`config.mk`:
```
export PLATFORM = sky130hd
export DESIGN_NAME = pvh_axis
export DESIGN_NICKNAME = d
export VERILOG_FILES = /design/src/rtl/core/pvh_pkg.sv /design/src/rtl/core/pvh_axis.sv
export SDC_FILE = /design/constraint.sdc
export NUM_CORES = 1
export LEC_CHECK = 0
export BUFFER_PORTS_ARGS = -buffer_cell sky130_fd_sc_hd__buf_2
export CORE_UTILIZATION = 40
export DETAILED_ROUTE_END_ITERATION = 12
export PLACE_DENSITY = 0.66
export RECOVER_POWER = 25
export SETUP_SLACK_MARGIN = 0.4
export SYNTH_ARGS = -nofsm -noshare
export SYNTH_HDL_FRONTEND = slang
export SYNTH_SLANG_ARGS = --single-unit
```
`constraint.sdc`:
```
create_clock -name vclk -period 6.3
set_input_delay 0.63 -clock vclk [all_inputs]
set_output_delay 0.63 -clock vclk [all_outputs]
set_load 0.02 [all_outputs]
```
`src/rtl/core/pvh_pkg.sv`:
```
`timescale 1ns / 1ps

package pvh_pkg;

    localparam int POS_W  = 16;
    localparam int CIDX_W = 18;
    localparam int CCNT_W = 22;

    localparam logic KIND_ADD  = 1'b0;
    localparam logic KIND_READ = 1'b1;

endpackage

```
`src/rtl/core/pvh_axis.sv`:
```
`timescale 1ns / 1ps

module pvh_axis #(
    parameter int GRID_SIZE = 64,
    parameter int FRAC_BITS = 8,
    parameter int CW        = 6
) (
    input  logic signed [pvh_pkg::POS_W-1:0] i_pos,
    output logic                             o_ok,
    output logic        [CW-1:0]             o_lo,
    output logic                             o_two
);

    localparam logic [17:0] HALF  = 18'(1 << (FRAC_BITS - 1));
    localparam logic [16:0] FMASK = 17'((1 << FRAC_BITS) - 1);
    localparam logic [16:0] GMAX  = 17'(GRID_SIZE - 1);

    logic [17:0] q;
    logic [16:0] h;
    logic [16:0] l;
    logic [16:0] hc;
    logic        frac_zero;

    // Shifting by half a cell turns the closed interval test into a floor.
    always_comb begin
        q         = {{2{i_pos[pvh_pkg::POS_W-1]}}, i_pos} + HALF;
        h         = q[16:0] >> FRAC_BITS;
        frac_zero = (q[16:0] & FMASK) == 17'd0;
        l         = (frac_zero && (h != 17'd0)) ? h - 17'd1 : h;
        hc        = (h > GMAX) ? GMAX : h;
        o_ok      = !q[17] && (l <= GMAX);
        o_lo      = l[CW-1:0];
        o_two     = o_ok && (hc != l);
    end

endmodule

```
# Word level (Yosys, flattened, before mapping)
# Cells that the tools add are included.
# totals
word_cells,13
register_bits,0
inputBits,16
output_inout_bits,8
# op_classes
magnitude_cmp,2
reduce_logical,6
n_mux,2
n_eq_ne,1
addsub,2
# op_table
operator,n
adder 16 x 9 -> 17 bit (second input constant),1
<= comparator 17 x 6 -> 1 bit (second input constant),1
zero test 17 bit,1
2-to-1 mux 17 bit,1
!= test 17 bit,1
nonzero test 17 bit,1
subtractor 9 x 1 -> 10 bit (second input constant),1
> comparator 9 x 6 -> 1 bit (second input constant),1
2-to-1 mux 9 bit,1
logical AND 1 bit,3
zero test 1 bit,1

# Longest topological paths before layout
# depth
depth_word,7
ltp_mapped,10
mapped_depth_nobuf,10

# Least setup slack after synthesis
# OpenSTA, ideal clock, no wires.
# synth_timing
path_kind,input to output
start,in i_pos[7] in the netlist's numbering
end,out o_two
cell_stages,10
n_path_buf,0
setup_slack_ps,2768
arrival_ps,2902
path_cell_list,ha_1 xnor2_1 ha_1 nand2_1 mux2_2 a21oi_1 a21oi_2 nor3b_1 xor2_1 a41oi_2
# synth_between
elab_chain_len,7
elab_cells_between_ends,13
cone_classes,add/sub: 2; order compare: 2; eq/ne: 1; mux: 2; reduce/logical: 6
# synth_rtl
item,line,source
from (decl),pvh_axis.sv:8,"input logic signed [pvh_pkg::POS_W-1:0] i_pos,"
adder 16 x 9 -> 17 bit *,pvh_axis.sv:26,"q = {{2{i_pos[pvh_pkg::POS_W-1]}}, i_pos} + HALF;"
branches (longest 5 deep; another with <= comparator 17 x 6 -> 1 bit),-,
logical AND 1 bit *,pvh_axis.sv:33,o_two = o_ok && (hc != l);
to (decl),pvh_axis.sv:11,output logic o_two
# Mark *: on every way between the ends.

# Worst setup path after layout
# Same ends and word-level chain as after synthesis.

==> flow_summary.json <==
{
  "cts_resized": 0,
  "via_count": 849,
  "seq_cells": 0,
  "critical_path_required_ns": 5.67,
  "finalWirelength_um": 1922,
  "io_pins": 24,
  "grt_usage_pct": 20.52,
  "power_per_cell_area_mw_per_mm2": 71.25,
  "tightest_slew_ns": 0.5459,
  "fin_hold_ws_ns": 1.802,
  "portBuffers": 24,
  "ant_nets": 0,
  "antenna_found_initial": 0,
  "wl_per_cell_um": 14.24,
  "grt_pass1_vias": 686,
  "multiInputGateArea_um2": 630.6,
  "max-cap-violations": 0,
  "path_max_fanout": 8,
  "leakage_uw": 0.0003060,
  "die_area_mm2": 0.001894,
  "drt_iter0_markers": 35,
  "n_clock_buffer": 0,
  "routabilityCongestion": 0.8271,
  "relSlewSlack_pct": 63.36,
  "die_w_um": 43.52,
  "dp_hpwl_um": 1560,
  "core-area_mm2": 0.001559,
  "fin_crit_ns": 4.068,
  "die_h_um": 43.52,
  "overflow": 0,
  "nFillCells": 175,
  "tns_ns": 0,
  "start_kind": "input pin",
  "antenna-diode-count": 0,
  "cts_setup_buffers": 0,
  "synth_cell_types": 42,
  "grt_max_degree": 12,
  "ys_seq_area_share_pct": 0,
  "register_area_um2": 0,
  "cts_hold_buf": 0,
  "peakVddDrop_mv": 0.02960,
  "violations": "DRC",
  "worstHoldPathType": "input pin to output pin",
  "rsz0062_at_grt": "no",
  "cp_data_arrival_time_ns": 3.44,
  "syn_nets": 118,
  "syn_inst": 99,
  "avgSynthCellArea_um2": 6.964,
  "initial_utilization_pct": 44.22,
  "post-route-drc-count": 4,
  "fmax_mhz": 245.8,
  "grt_pass1_wl_um": 3084,
  "hold_violations": 0,
  "drtPass1Iterations": 8,
  "status": "finished, violations left",
  "setup_violations": 0,
  "slew_viol_final": 0,
  "cp-end-kind": "output pin",
  "layout-drive-gt1-share_pct": 24.37,
  "finalCritPeriodShare_pct": 64.57,
  "fp-row-count": 14,
  "syn2layout_area_growth_pct": 14.88,
  "avgViaCountPerCell": 6.289,
  "syn_area_um2": 689.4,
  "yosysWarningCount": 0,
  "crit_type": "input pin to output pin",
  "nets": 140
}
synth_stat cells:
master | number | area share, %
and3_1 | 2 | 1.8
nor4_1 | 1 | 0.91
maj3_1 | 1 | 1.5
a41oi_2 | 1 | 2.4
a211oi_1 | 3 | 3.3
nand2b_1 | 1 | 0.91
o211ai_1 | 1 | 1.1
nor3b_1 | 1 | 1.1
o311ai_0 | 1 | 1.3
and2_1 | 1 | 0.91
nor4b_1 | 1 | 1.3
a311oi_1 | 1 | 1.3
o21a_1 | 1 | 1.1
nor3_1 | 4 | 2.9
o21ai_1 | 2 | 1.5
or4_1 | 1 | 1.1
inv_1 | 6 | 3.3
a31oi_1 | 1 | 0.91
o221ai_1 | 1 | 1.3
o41ai_1 | 1 | 1.3
nand4b_1 | 1 | 1.3
o21ai_0 | 2 | 1.5
buf_6 | 2 | 3.3
or4_4 | 2 | 3.3
ha_1 | 3 | 5.4
xor2_1 | 5 | 6.4
o32ai_1 | 1 | 1.3
o32a_1 | 1 | 1.5
o22ai_1 | 1 | 0.91
o211ai_2 | 1 | 1.8
nand3_1 | 8 | 5.8
nand4_1 | 2 | 1.8
nand2_1 | 8 | 4.4
a21o_1 | 2 | 2.2
a21oi_1 | 7 | 5.1
and4_1 | 2 | 2.5
nor2_1 | 3 | 1.6
xnor2_1 | 10 | 13
buf_2 | 2 | 1.5
nor2b_1 | 1 | 0.91
a21oi_2 | 2 | 2.5
mux2_2 | 1 | 1.6
report_power, final:
part	internal, uW	total [uW]	switching [uW]
clock network	0	0	0
logic	21.3	56.4	35.1
registers	0	0	0
total	21.3	56.4	35.1
cell usage in the layout, fill, tap and decap left out, types with 2 or more instances in the layout:
master and count:
or4_4 2, nor2_1 3, o21ai_1 2, inv_1 6, nand4_1 2, nor3_1 4
a21o_1 2, xor2_1 5, xnor2_1 10, o21ai_0 2, buf_2 23, nand2_1 8
nand3_1 8, a211oi_1 3, a21oi_1 8, ha_1 3, and3_1 2, and4_1 2
path summary, 6_finish.rpt:
path | start | end | cells after the start
max | i_pos[7] | o_two | 12
min | i_pos[10] | o_lo[2] | 4
per-stage QoR:
stage	setup slack (ns)	cells	utilization (%)	total power, uW	area [um2]
final	2.232	135	50.80	56.43	792.0
after global routing	2.022	135	50.80	61.64	792.0
after global placement	2.392	135	51.12	55.10	797.0
after CTS	2.278	135	51.12	56.24	797.0
after floorplan	2.768	99	-	40.06	689.4
after detailed placement	2.313	135	51.12	55.83	797.0
layout make-up:
type | count | area share [%]
Timing Repair Buffer | 24 | 15.01
Inverter | 6 | 2.844
Tap cell | 16 | 2.528
Multi-Input combinational cell | 89 | 79.62
critical path, cell delays in order:
cell and delay [ns]:
buf_2 0.14, ha_1 0.25, xnor2_1 0.45, ha_1 0.34, nand2_1 0.08, mux2_2 0.31
a21oi_1 0.28, a21oi_2 0.18, nor3b_1 0.22, xor2_1 0.19, a41oi_2 0.20, buf_2 0.18
routing by layer:
metal / global-route usage, % / wire length (um)
met1: 30.25 / 943
met2: 33.33 / 877
met4: 5.000 / 34
met3: 0 / 66
met5: 0 / 0
kinds of logic (layout without fill, tap and decap cells):
group                      Yosys count  after routing  synth area share (%)
and+or+nand+nor                     39             39                 32.49
AOI/OAI and AO/OA                   30             30                 31.94
xor gates and xnor gates            15             15                 19.06
buffers and inverters               10             30                 7.985
adders and majority gates            4              4                 6.897
muxes                                1              1                 1.633
(Power assumes the default switching activity.)
